`src/kspcd_pkg.sv`:
```
`timescale 1ns / 1ps

package kspcd_pkg;

	localparam int MAX_SEQUENCE_DEF  = 6;
	localparam int COUNT_ENTRIES_DEF = 4;
	localparam int TYPE_W            = 5;
	localparam int CODE_W            = 10;
	localparam int VALUE_W           = 32;
	localparam int CODE_SLOTS        = 6;
	localparam int CODES_W           = CODE_SLOTS * CODE_W;
	localparam int POS_W             = 3;
	localparam int ENABLES_W         = 4;
	localparam int KIND_LEN_W        = 9;
	localparam int CNT_W             = 8;
	localparam int WIN_W             = 16;
	localparam int ENTRY_W           = 9;
	localparam int TABLE_ENTRIES     = 4;
	localparam int TABLE_W           = TABLE_ENTRIES * ENTRY_W;
	localparam int CFG_DATA_W        = 60;

	localparam logic [WIN_W-1:0]  DEFAULT_WINDOW = 16'd2000;
	localparam logic [TYPE_W-1:0] TYPE_KEY       = 5'd1;
	localparam logic [TYPE_W-1:0] TYPE_REL       = 5'd2;
	localparam logic [CODE_W-1:0] AXIS_X         = 10'd0;
	localparam logic              ACTION_EVENT   = 1'b0;
	localparam logic              ACTION_TICK    = 1'b1;
	localparam logic [CNT_W-1:0]  COUNT_MAX      = 8'd255;

	localparam int EN_SEQUENCE = 0;
	localparam int EN_ROTARY   = 1;
	localparam int EN_COUNT    = 2;
	localparam int EN_DEBUG    = 3;

	typedef enum logic [2:0] {
		REG_ENABLES,
		REG_SEQ_CODES,
		REG_SEQ_LENGTH,
		REG_ROT_CODES,
		REG_ROT_KIND_LEN,
		REG_COUNT_KEY,
		REG_COUNT_WINDOW,
		REG_COUNT_TABLE
	} reg_index_t;

	typedef struct packed {
		logic                      action;
		logic [TYPE_W-1:0]         event_type;
		logic [CODE_W-1:0]         event_code;
		logic signed [VALUE_W-1:0] event_value;
	} item_t;

	typedef struct packed {
		logic               enable;
		logic               debug;
		logic [CODE_W-1:0]  key_code;
		logic [WIN_W-1:0]   window_ticks;
		logic [TABLE_W-1:0] entries;
	} count_cfg_t;

	function automatic logic [POS_W-1:0] fit_len(input logic [POS_W-1:0] len,
			input logic [POS_W-1:0] max_len);
		logic [POS_W-1:0] r;
		if (len == '0)
			r = POS_W'(1);
		else if (len > max_len)
			r = max_len;
		else
			r = len;
		return r;
	endfunction

	function automatic logic [CODE_W-1:0] code_at(input logic [CODES_W-1:0] codes,
			input logic [POS_W-1:0] idx);
		logic [POS_W-1:0] j;
		j = (idx >= POS_W'(CODE_SLOTS)) ? idx - POS_W'(CODE_SLOTS) : idx;
		return codes[CODE_W*j +: CODE_W];
	endfunction

endpackage

```
`src/kspcd_counter.sv`:
```
`timescale 1ns / 1ps

module kspcd_counter #(
	parameter int COUNT_ENTRIES = kspcd_pkg::COUNT_ENTRIES_DEF
) (
	input  logic                                  clk,
	input  logic                                  arst_n,
	input  logic                                  step,
	input  kspcd_pkg::item_t                      item,
	input  kspcd_pkg::count_cfg_t                 cfg,
	output logic [kspcd_pkg::TABLE_ENTRIES-1:0]   mask
);
	import kspcd_pkg::*;

	logic [CNT_W-1:0]         count_q;
	logic                     open_q;
	logic [WIN_W-1:0]         remaining_q;
	logic                     press;
	logic                     tick;
	logic                     expire;
	logic [TABLE_ENTRIES-1:0] hit;

	assign press = step && (item.action == ACTION_EVENT) && (item.event_type == TYPE_KEY)
		&& cfg.enable && (item.event_code == cfg.key_code) && (item.event_value != '0);
	assign tick   = step && (item.action == ACTION_TICK) && open_q;
	assign expire = tick && (remaining_q <= WIN_W'(1));

	for (genvar i = 0; i < TABLE_ENTRIES; i++) begin : g_entry
		if (i < COUNT_ENTRIES) begin : g_used
			assign hit[i] = (cfg.entries[ENTRY_W*i +: CNT_W] == count_q)
				&& (cfg.entries[ENTRY_W*i + CNT_W] || cfg.debug);
		end else begin : g_unused
			assign hit[i] = 1'b0;
		end
	end

	assign mask = expire ? hit : '0;

	always_ff @(posedge clk or negedge arst_n) begin
		if (!arst_n) begin
			count_q     <= '0;
			open_q      <= 1'b0;
			remaining_q <= '0;
		end else if (expire) begin
			count_q     <= '0;
			open_q      <= 1'b0;
			remaining_q <= '0;
		end else if (tick) begin
			remaining_q <= remaining_q - WIN_W'(1);
		end else if (press) begin
			if (!open_q) begin
				count_q     <= CNT_W'(1);
				open_q      <= 1'b1;
				remaining_q <= cfg.window_ticks;
			end else if (count_q < COUNT_MAX) begin
				count_q <= count_q + CNT_W'(1);
			end
		end
	end

endmodule

```
`src/key_sequence_and_press_count_detector.sv`:
```
`timescale 1ns / 1ps
// An accepted item is held in the input register and its result then in the result register.
// Throughput: one item per cycle; while a finished result waits under stall
// the input register holds and the input stalls once it is full.
// Reset: arst_n clears positions, the press window, valids and loads the
// configuration registers with their reset values.

module key_sequence_and_press_count_detector #(
	parameter int MAX_SEQUENCE  = kspcd_pkg::MAX_SEQUENCE_DEF,
	parameter int COUNT_ENTRIES = kspcd_pkg::COUNT_ENTRIES_DEF
) (
	input  logic                                       clk,
	input  logic                                       arst_n,
	input  logic                                       event_valid,
	output logic                                       event_stall,
	input  logic                                       action,
	input  logic [kspcd_pkg::TYPE_W-1:0]               event_type,
	input  logic [kspcd_pkg::CODE_W-1:0]               event_code,
	input  logic signed [kspcd_pkg::VALUE_W-1:0]       event_value,
	output logic                                       result_valid,
	input  logic                                       result_stall,
	output logic                                       sequence_fired,
	output logic                                       rotary_fired,
	output logic [kspcd_pkg::TABLE_ENTRIES-1:0]        count_fired_mask,
	input  logic                                       cfg_valid,
	output logic                                       cfg_ready,
	input  logic [2:0]                                 cfg_index,
	input  logic [kspcd_pkg::CFG_DATA_W-1:0]           cfg_data
);
	import kspcd_pkg::*;

	logic [ENABLES_W-1:0]     enables_q;
	logic [CODES_W-1:0]       seq_codes_q;
	logic [POS_W-1:0]         seq_len_q;
	logic [CODES_W-1:0]       rot_codes_q;
	logic [KIND_LEN_W-1:0]    rot_kind_len_q;
	logic [CODE_W-1:0]        count_key_q;
	logic [WIN_W-1:0]         count_window_q;
	logic [TABLE_W-1:0]       count_table_q;

	item_t                    item_s1;
	logic                     valid_s1;
	logic                     advance;

	logic [POS_W-1:0]         seq_pos_q;
	logic [POS_W-1:0]         rot_pos_q;
	logic [POS_W-1:0]         seq_pos_d;
	logic [POS_W-1:0]         rot_pos_d;
	logic [POS_W-1:0]         seq_len;
	logic [POS_W-1:0]         rot_len;
	logic [POS_W-1:0]         seq_next;
	logic [POS_W-1:0]         rot_next;
	logic                     is_key;
	logic                     is_rel;
	logic                     seq_fire;
	logic                     rot_fire;
	logic [TABLE_ENTRIES-1:0] mask;
	count_cfg_t               count_cfg;

	logic                     result_valid_q;
	logic                     seq_fired_q;
	logic                     rot_fired_q;
	logic [TABLE_ENTRIES-1:0] mask_q;

	assign cfg_ready   = 1'b1;
	assign advance     = valid_s1 && (!result_valid_q || !result_stall);
	assign event_stall = valid_s1 && !advance;

	always_ff @(posedge clk or negedge arst_n) begin
		if (!arst_n) begin
			enables_q      <= '0;
			seq_codes_q    <= '0;
			seq_len_q      <= POS_W'(1);
			rot_codes_q    <= '0;
			rot_kind_len_q <= KIND_LEN_W'(64);
			count_key_q    <= '0;
			count_window_q <= DEFAULT_WINDOW;
			count_table_q  <= '0;
		end else if (cfg_valid && cfg_ready) begin
			case (reg_index_t'(cfg_index))
				REG_ENABLES:      enables_q      <= cfg_data[ENABLES_W-1:0];
				REG_SEQ_CODES:    seq_codes_q    <= cfg_data[CODES_W-1:0];
				REG_SEQ_LENGTH:   seq_len_q      <= cfg_data[POS_W-1:0];
				REG_ROT_CODES:    rot_codes_q    <= cfg_data[CODES_W-1:0];
				REG_ROT_KIND_LEN: rot_kind_len_q <= cfg_data[KIND_LEN_W-1:0];
				REG_COUNT_KEY:    count_key_q    <= cfg_data[CODE_W-1:0];
				REG_COUNT_WINDOW: count_window_q <= cfg_data[WIN_W-1:0];
				REG_COUNT_TABLE:  count_table_q  <= cfg_data[TABLE_W-1:0];
				default:          ;
			endcase
		end
	end

	// input register
	always_ff @(posedge clk or negedge arst_n) begin
		if (!arst_n) begin
			valid_s1 <= 1'b0;
		end else if (!event_stall) begin
			valid_s1 <= event_valid;
		end
	end

	always_ff @(posedge clk) begin
		if (event_valid && !event_stall) begin
			item_s1.action      <= action;
			item_s1.event_type  <= event_type;
			item_s1.event_code  <= event_code;
			item_s1.event_value <= event_value;
		end
	end

	always_comb begin
		seq_len  = fit_len(seq_len_q, POS_W'(MAX_SEQUENCE));
		rot_len  = fit_len(rot_kind_len_q[KIND_LEN_W-1 -: POS_W], POS_W'(MAX_SEQUENCE));
		is_key   = (item_s1.action == ACTION_EVENT) && (item_s1.event_type == TYPE_KEY);
		is_rel   = (item_s1.action == ACTION_EVENT) && (item_s1.event_type == TYPE_REL);
		seq_next = seq_pos_q + POS_W'(1);
		rot_next = rot_pos_q + POS_W'(1);
		seq_pos_d = seq_pos_q;
		rot_pos_d = rot_pos_q;
		seq_fire  = 1'b0;
		rot_fire  = 1'b0;

		if (is_key && enables_q[EN_SEQUENCE]) begin
			if (seq_pos_q >= seq_len) begin
				seq_pos_d = '0;
			end else if (item_s1.event_code == code_at(seq_codes_q, seq_pos_q)) begin
				if (seq_next >= seq_len) begin
					seq_fire  = 1'b1;
					seq_pos_d = '0;
				end else begin
					seq_pos_d = seq_next;
				end
			end else if (item_s1.event_code == code_at(seq_codes_q, '0)) begin
				seq_pos_d = POS_W'(1);
			end else begin
				seq_pos_d = '0;
			end
		end

		if ((is_key || is_rel) && enables_q[EN_ROTARY]) begin
			if (rot_pos_q >= rot_len) begin
				rot_pos_d = '0;
			end else if (rot_kind_len_q[{1'b0, rot_pos_q}] != is_rel) begin
				rot_pos_d = '0;
			end else if (is_key) begin
				if ((item_s1.event_code == code_at(rot_codes_q, rot_pos_q))
						&& (item_s1.event_value[VALUE_W-1:POS_W] == '0)
						&& (item_s1.event_value[POS_W-1:0] < rot_len))
					rot_pos_d = item_s1.event_value[POS_W-1:0];
				else
					rot_pos_d = '0;
			end else if (item_s1.event_code == code_at(rot_codes_q, rot_pos_q)) begin
				if (rot_next >= rot_len) begin
					rot_fire  = 1'b1;
					rot_pos_d = '0;
				end else begin
					rot_pos_d = rot_next;
				end
			end else if (item_s1.event_code != AXIS_X) begin
				rot_pos_d = '0;
			end
		end
	end

	assign count_cfg.enable       = enables_q[EN_COUNT];
	assign count_cfg.debug        = enables_q[EN_DEBUG];
	assign count_cfg.key_code     = count_key_q;
	assign count_cfg.window_ticks = count_window_q;
	assign count_cfg.entries      = count_table_q;

	kspcd_counter #(
		.COUNT_ENTRIES(COUNT_ENTRIES)
	) u_counter (
		.clk    (clk),
		.arst_n (arst_n),
		.step   (advance),
		.item   (item_s1),
		.cfg    (count_cfg),
		.mask   (mask)
	);

	always_ff @(posedge clk or negedge arst_n) begin
		if (!arst_n) begin
			seq_pos_q <= '0;
			rot_pos_q <= '0;
		end else if (advance) begin
			seq_pos_q <= seq_pos_d;
			rot_pos_q <= rot_pos_d;
		end
	end

	// result register
	always_ff @(posedge clk or negedge arst_n) begin
		if (!arst_n) begin
			result_valid_q <= 1'b0;
		end else if (advance) begin
			result_valid_q <= 1'b1;
		end else if (!result_stall) begin
			result_valid_q <= 1'b0;
		end
	end

	always_ff @(posedge clk) begin
		if (advance) begin
			seq_fired_q <= seq_fire;
			rot_fired_q <= rot_fire;
			mask_q      <= mask;
		end
	end

	assign result_valid     = result_valid_q;
	assign sequence_fired   = seq_fired_q;
	assign rotary_fired     = rot_fired_q;
	assign count_fired_mask = mask_q;

endmodule

```
`config.mk`:
```
export PLATFORM = sky130hd
export DESIGN_NAME = key_sequence_and_press_count_detector
export DESIGN_NICKNAME = d
export VERILOG_FILES = /design/src/kspcd_pkg.sv /design/src/kspcd_counter.sv /design/src/key_sequence_and_press_count_detector.sv
export SDC_FILE = /design/constraint.sdc
export NUM_CORES = 1
export LEC_CHECK = 0
export ABC_AREA = 1
export BUFFER_PORTS_ARGS = -buffer_cell sky130_fd_sc_hd__buf_2
export CAP_MARGIN = 0
export CORE_AREA = 5 5 150 188
export DETAILED_ROUTE_END_ITERATION = 10
export DIE_AREA = 0 0 155 193
export GPL_TIMING_DRIVEN = 0
export PLACE_DENSITY = 0.76
export SYNTH_ARGS = -nofsm -noshare
export SYNTH_HDL_FRONTEND = slang
export SYNTH_SLANG_ARGS = --single-unit
```
`constraint.sdc`:
```
create_clock -name clk -period 3.22 [get_ports clk]
set_clock_uncertainty 0.05 [all_clocks]
set_input_delay 0.483 -clock clk [delete_from_list [all_inputs] [get_ports clk]]
set_output_delay 0.483 -clock clk [all_outputs]
set_load 0.05 [all_outputs]
```
==> impl_results.md <==
- Total via count after detailed routing: approximately 12k
- Worst setup path category: flip-flop to flip-flop
- Endpoint required time on the critical path: approximately 3.6 ns
- Worst skew pair latency: 0.56 ns
- Most area-consuming cells after synthesis: sky130_fd_sc_hd__dfrtp_1, sky130_fd_sc_hd__nand2_1, sky130_fd_sc_hd__edfxtp_1
- Shortest clock period the worst path allows after layout: 2.99 ns
- Congestion Overflow GR: 0
- Global router's overall resource usage: 27.9%
- Type of the worst min-delay path: input pin to flip-flop
- Reg clk slew, reported paths: ~0.06 ns
- Top cell type's share of synthesized area: a little under 40%
- Post-layout worst setup margin: 0.230 ns
- Timing startpoint of the critical path: seq_pos_q[0]$_DFFE_PN0P_
- Clock tree from TritonCTS: done
- Critical register-to-register path startpoint: seq_pos_q[0]$_DFFE_PN0P_
- Total power per unit cell area: 613 mW/mm²
- Leak pwr: around 7.9 nW
- Cell taking the most area after synthesis: sky130_fd_sc_hd__dfrtp_1
- Post-synth EDFFs: 54
- Die area: between 0.02 and 0.03 mm²
- Total routed wirelength: around 42000 µm
- Post-CTS Resized: 0
- Combinational fraction of design power: between 10% and 20%
- Via count normalized by instance count: between 5 and 6
- Global-route wire length before repair: between 60000 and 70000 µm
- Peak supply drop: 507 µV
- Critical Path Start Type: flip-flop
- Final worst-path cycle share: between 90% and 100%
- Async set-reset flop share out of synthesis: between 80% and 90%
- Footprint of the flip-flops and latches: 0.00741 mm²
- Number of hold-slack violations in the final timing report: 0
- Transition time at the pin with the least slew margin: ~1.3 ns
- Worst hold start: event_code[3]
- Post-DRT Antenna Nets: 0
- Sw Pwr: 3.11 mW
- RSZ-0062 raised after global routing: false
- Most numerous cell in the Yosys netlist: sky130_fd_sc_hd__nand2_1
- Clock buffers created by TritonCTS: 29
- Post-Syn Instances: 1741
- Count of different cell masters after synthesis: 52
- DR WL/cell: approximately 18 µm
- Count of endpoints failing setup in the final report: 0
- DRT Pass-1 Iters: 7
- Synth Area per Inst: ~8.2 µm²
- Worst-case setup slack after placement: between 0.3 and 0.4 ns
- Count of buffers inserted at the top-level ports: 123
- Endpoint class of the critical path: flip-flop
- Max Freq: about 330 MHz
- Final nets: between 2k and 2.5k
- Portion of the post-synthesis area used by sequential elements: 52.1%
- Layout filler cell count: ~2.3k
- Final estimated routing congestion in global placement: between 0.9 and 1
- Max Cap Viol: 0
- Area overhead of the layout relative to synthesis: 14.4%
- Effective utilization at floorplan: ~54%
- Number of buffers inserted to repair setup after CTS: 0
- Antenna Cells: 0
- Most used DFF post-synth: sky130_fd_sc_hd__dfrtp_1
- Worst rel slew slack: between 10% and 20%
- Mapped cell area: roughly 0.014 mm²
- Vias in the first global route: about 12k
- Post-Place Cell Area: around 0.015 mm²
- Sw frac: between 30% and 40%
- Floorplan core area: 0.0264 mm²
- Clock sinks: between 200 and 300
- Largest driver fanout on the critical path: 11
- CP Data Arrival Time: around 3.4 ns
- Relative contribution of the clock network to total power: 33.2%
- YS warnings: 0
- Number of standard-cell rows in the floorplan: 67
- Share of layout cells above drive strength 1: 13.4%
- Number of nets produced by synthesis: 1878
- Cell at the root of the clock tree: sky130_fd_sc_hd__clkbuf_16
- Area used by multi-input combinational logic: ~0.0057 mm²
- Antenna violations before repair: 0
- Number of primary I/O pins: around 130
- Internal power: between 6 and 7 mW
- HPWL after DPL: between 30000 and 40000 µm
- Iteration-0 DRC Markers: between 1k and 1.5k
- Horiz. Die Dim: 155 µm
- Max clock buf depth: 3
- H-Tree Depth: 1
- Most used standard cells in the synthesized netlist: sky130_fd_sc_hd__nand2_1, sky130_fd_sc_hd__o21ai_0, sky130_fd_sc_hd__dfrtp_1
- Post-route standard cell area excluding fillers: around 0.016 mm²
- DRC: 0
- Die extent in y: between 150 and 200 µm
- Sequential group share of total power: around half
- Final Max Tran Viols: 0
- Run status: completed
- Pin count of the biggest net entering global routing: between 100 and 150
- FF+latch count, synth: approximately 290
==> through the flow <==
stage                     power [mW]  hold WS (ns)  instances  utilization, %  setup TNS [ns]
after floorplan                 6.01         0.137       1741               -               0
after detailed placement        6.69         0.413       2211            58.1               0
after CTS                       10.0        0.0258       2266            61.7               0
after global routing            10.5        0.0244       2266            61.7               0
after global placement          6.60         0.402       2209            57.9         -526.09
final                           9.99        0.0412       2266            61.7               0
==> repair_timing <==
action | in CTS | in global routing
setup endpoints to repair | 0 | 0
hold buffers | 1 | 0
endpoints found under the hold margin | 52 | 0
==> logic make-up (layout without fill, tap and decap cells) <==
group | after synthesis | in the layout | synth area share, %
simple gates | 801 | 801 | 23.4
compound gates | 339 | 339 | 13.1
flops | 285 | 285 | 52.1
buf+inv | 266 | 446 | 7.83
xor+xnor | 28 | 28 | 1.72
fa+ha+maj | 21 | 21 | 1.85
other cells | 1 | 1 | 0.0263
==> state kept, by name, summed over array words and instances (netlist names), 4 cells and up <==
signal	count
count_window_q	16
count_table_q	36
rot_codes_q	60
rot_kind_len_q	9
seq_codes_q	60
u_counter.count_q	8
count_key_q	10
count_fired_mask	4
item_s1	48
u_counter.remaining_q	16
enables_q	4
==> routing by layer <==
layer / vias up / routed length (µm) / global-route usage [%]
met3: 119 / 2450 / 3.17
li1: 5970 / - / -
met1: 5927 / 16800 / 36.3
met4: 0 / 2120 / 12.0
met2: 479 / 20300 / 47.7
met5: - / 0 / 0
==> power groups by stage <==
| stage | clock (mW) | sequential [mW] | combinational (mW) |
|---|---|---|---|
| 3_5_place_dp | 0 | 4.88 | 1.81 |
| 4_1_cts | 3.36 | 4.83 | 1.83 |
| 5_1_grt | 3.51 | 4.90 | 2.10 |
| 3_3_place_gp | 0 | 4.87 | 1.73 |
| 6_report | 3.32 | 4.84 | 1.83 |
| 2_1_floorplan | 0 | 4.72 | 1.29 |
==> cell usage in the layout, fill, tap and decap left out, types with 13 or more instances in the layout <==
cell type | netlist | routed
sky130_fd_sc_hd__o21ai_0 | 233 | 233
sky130_fd_sc_hd__nand4_1 | 27 | 27
sky130_fd_sc_hd__nor2_1 | 158 | 158
sky130_fd_sc_hd__edfxtp_1 | 54 | 54
sky130_fd_sc_hd__nand3_1 | 64 | 64
sky130_fd_sc_hd__xor2_1 | 18 | 18
sky130_fd_sc_hd__o22ai_1 | 22 | 22
sky130_fd_sc_hd__buf_2 | 9 | 131
sky130_fd_sc_hd__clkbuf_1 | 51 | 57
sky130_fd_sc_hd__a21oi_1 | 39 | 39
sky130_fd_sc_hd__clkbuf_16 | 0 | 30
sky130_fd_sc_hd__nor3_1 | 14 | 14
sky130_fd_sc_hd__ha_1 | 21 | 21
sky130_fd_sc_hd__dfrtp_1 | 223 | 223
sky130_fd_sc_hd__inv_1 | 175 | 174
sky130_fd_sc_hd__nand2_1 | 495 | 495
sky130_fd_sc_hd__inv_2 | 12 | 13
==> path summary, 6_finish.rpt <==
check | cells past startpoint | slack, ns | endpoint
max | 16 | 0.23 | seq_pos_q[0]$_DFFE_PN0P_
min | 1 | 0.04 | item_s1[35]$_DFFE_PP_
max reg2reg | 16 | 0.23 | seq_pos_q[0]$_DFFE_PN0P_
min reg2reg | 2 | 0.42 | result_valid$_DFFE_PN0P_
max in group asynchronous | 3 | 1.53 | seq_codes_q[41]$_DFFE_PN0P_
min in group asynchronous | 2 | 0.50 | u_counter.remaining_q[9]$_DFFE_PN0P_
==> final cells by class <==
| class | instances | area share, % |
|---|---|---|
| clock inverter | 16 | 0.852 |
| multi-input combinational | 1190 | 35.1 |
| clock buffer | 38 | 4.91 |
| sequential | 285 | 45.5 |
| timing repair buffer | 126 | 4.19 |
| buffer | 78 | 2.51 |
| inverter | 188 | 4.33 |
| tap | 345 | 2.65 |
==> critical path: stages (launching register included) <==
cell and delay, ns:
sky130_fd_sc_hd__dfrtp_1 0.38, sky130_fd_sc_hd__buf_4 0.19, sky130_fd_sc_hd__inv_2 0.05, sky130_fd_sc_hd__buf_6 0.14
sky130_fd_sc_hd__buf_6 0.15, sky130_fd_sc_hd__ha_1 0.27, sky130_fd_sc_hd__clkbuf_1 0.26, sky130_fd_sc_hd__o31ai_1 0.55
sky130_fd_sc_hd__nand2_1 0.10, sky130_fd_sc_hd__nand2_1 0.08, sky130_fd_sc_hd__nand4_1 0.09, sky130_fd_sc_hd__nor2_1 0.16
sky130_fd_sc_hd__nand3_1 0.17, sky130_fd_sc_hd__nand2_1 0.09, sky130_fd_sc_hd__nand2_1 0.05, sky130_fd_sc_hd__nand2_1 0.06
sky130_fd_sc_hd__nand2_1 0.04
(Power assumes the default switching activity.)
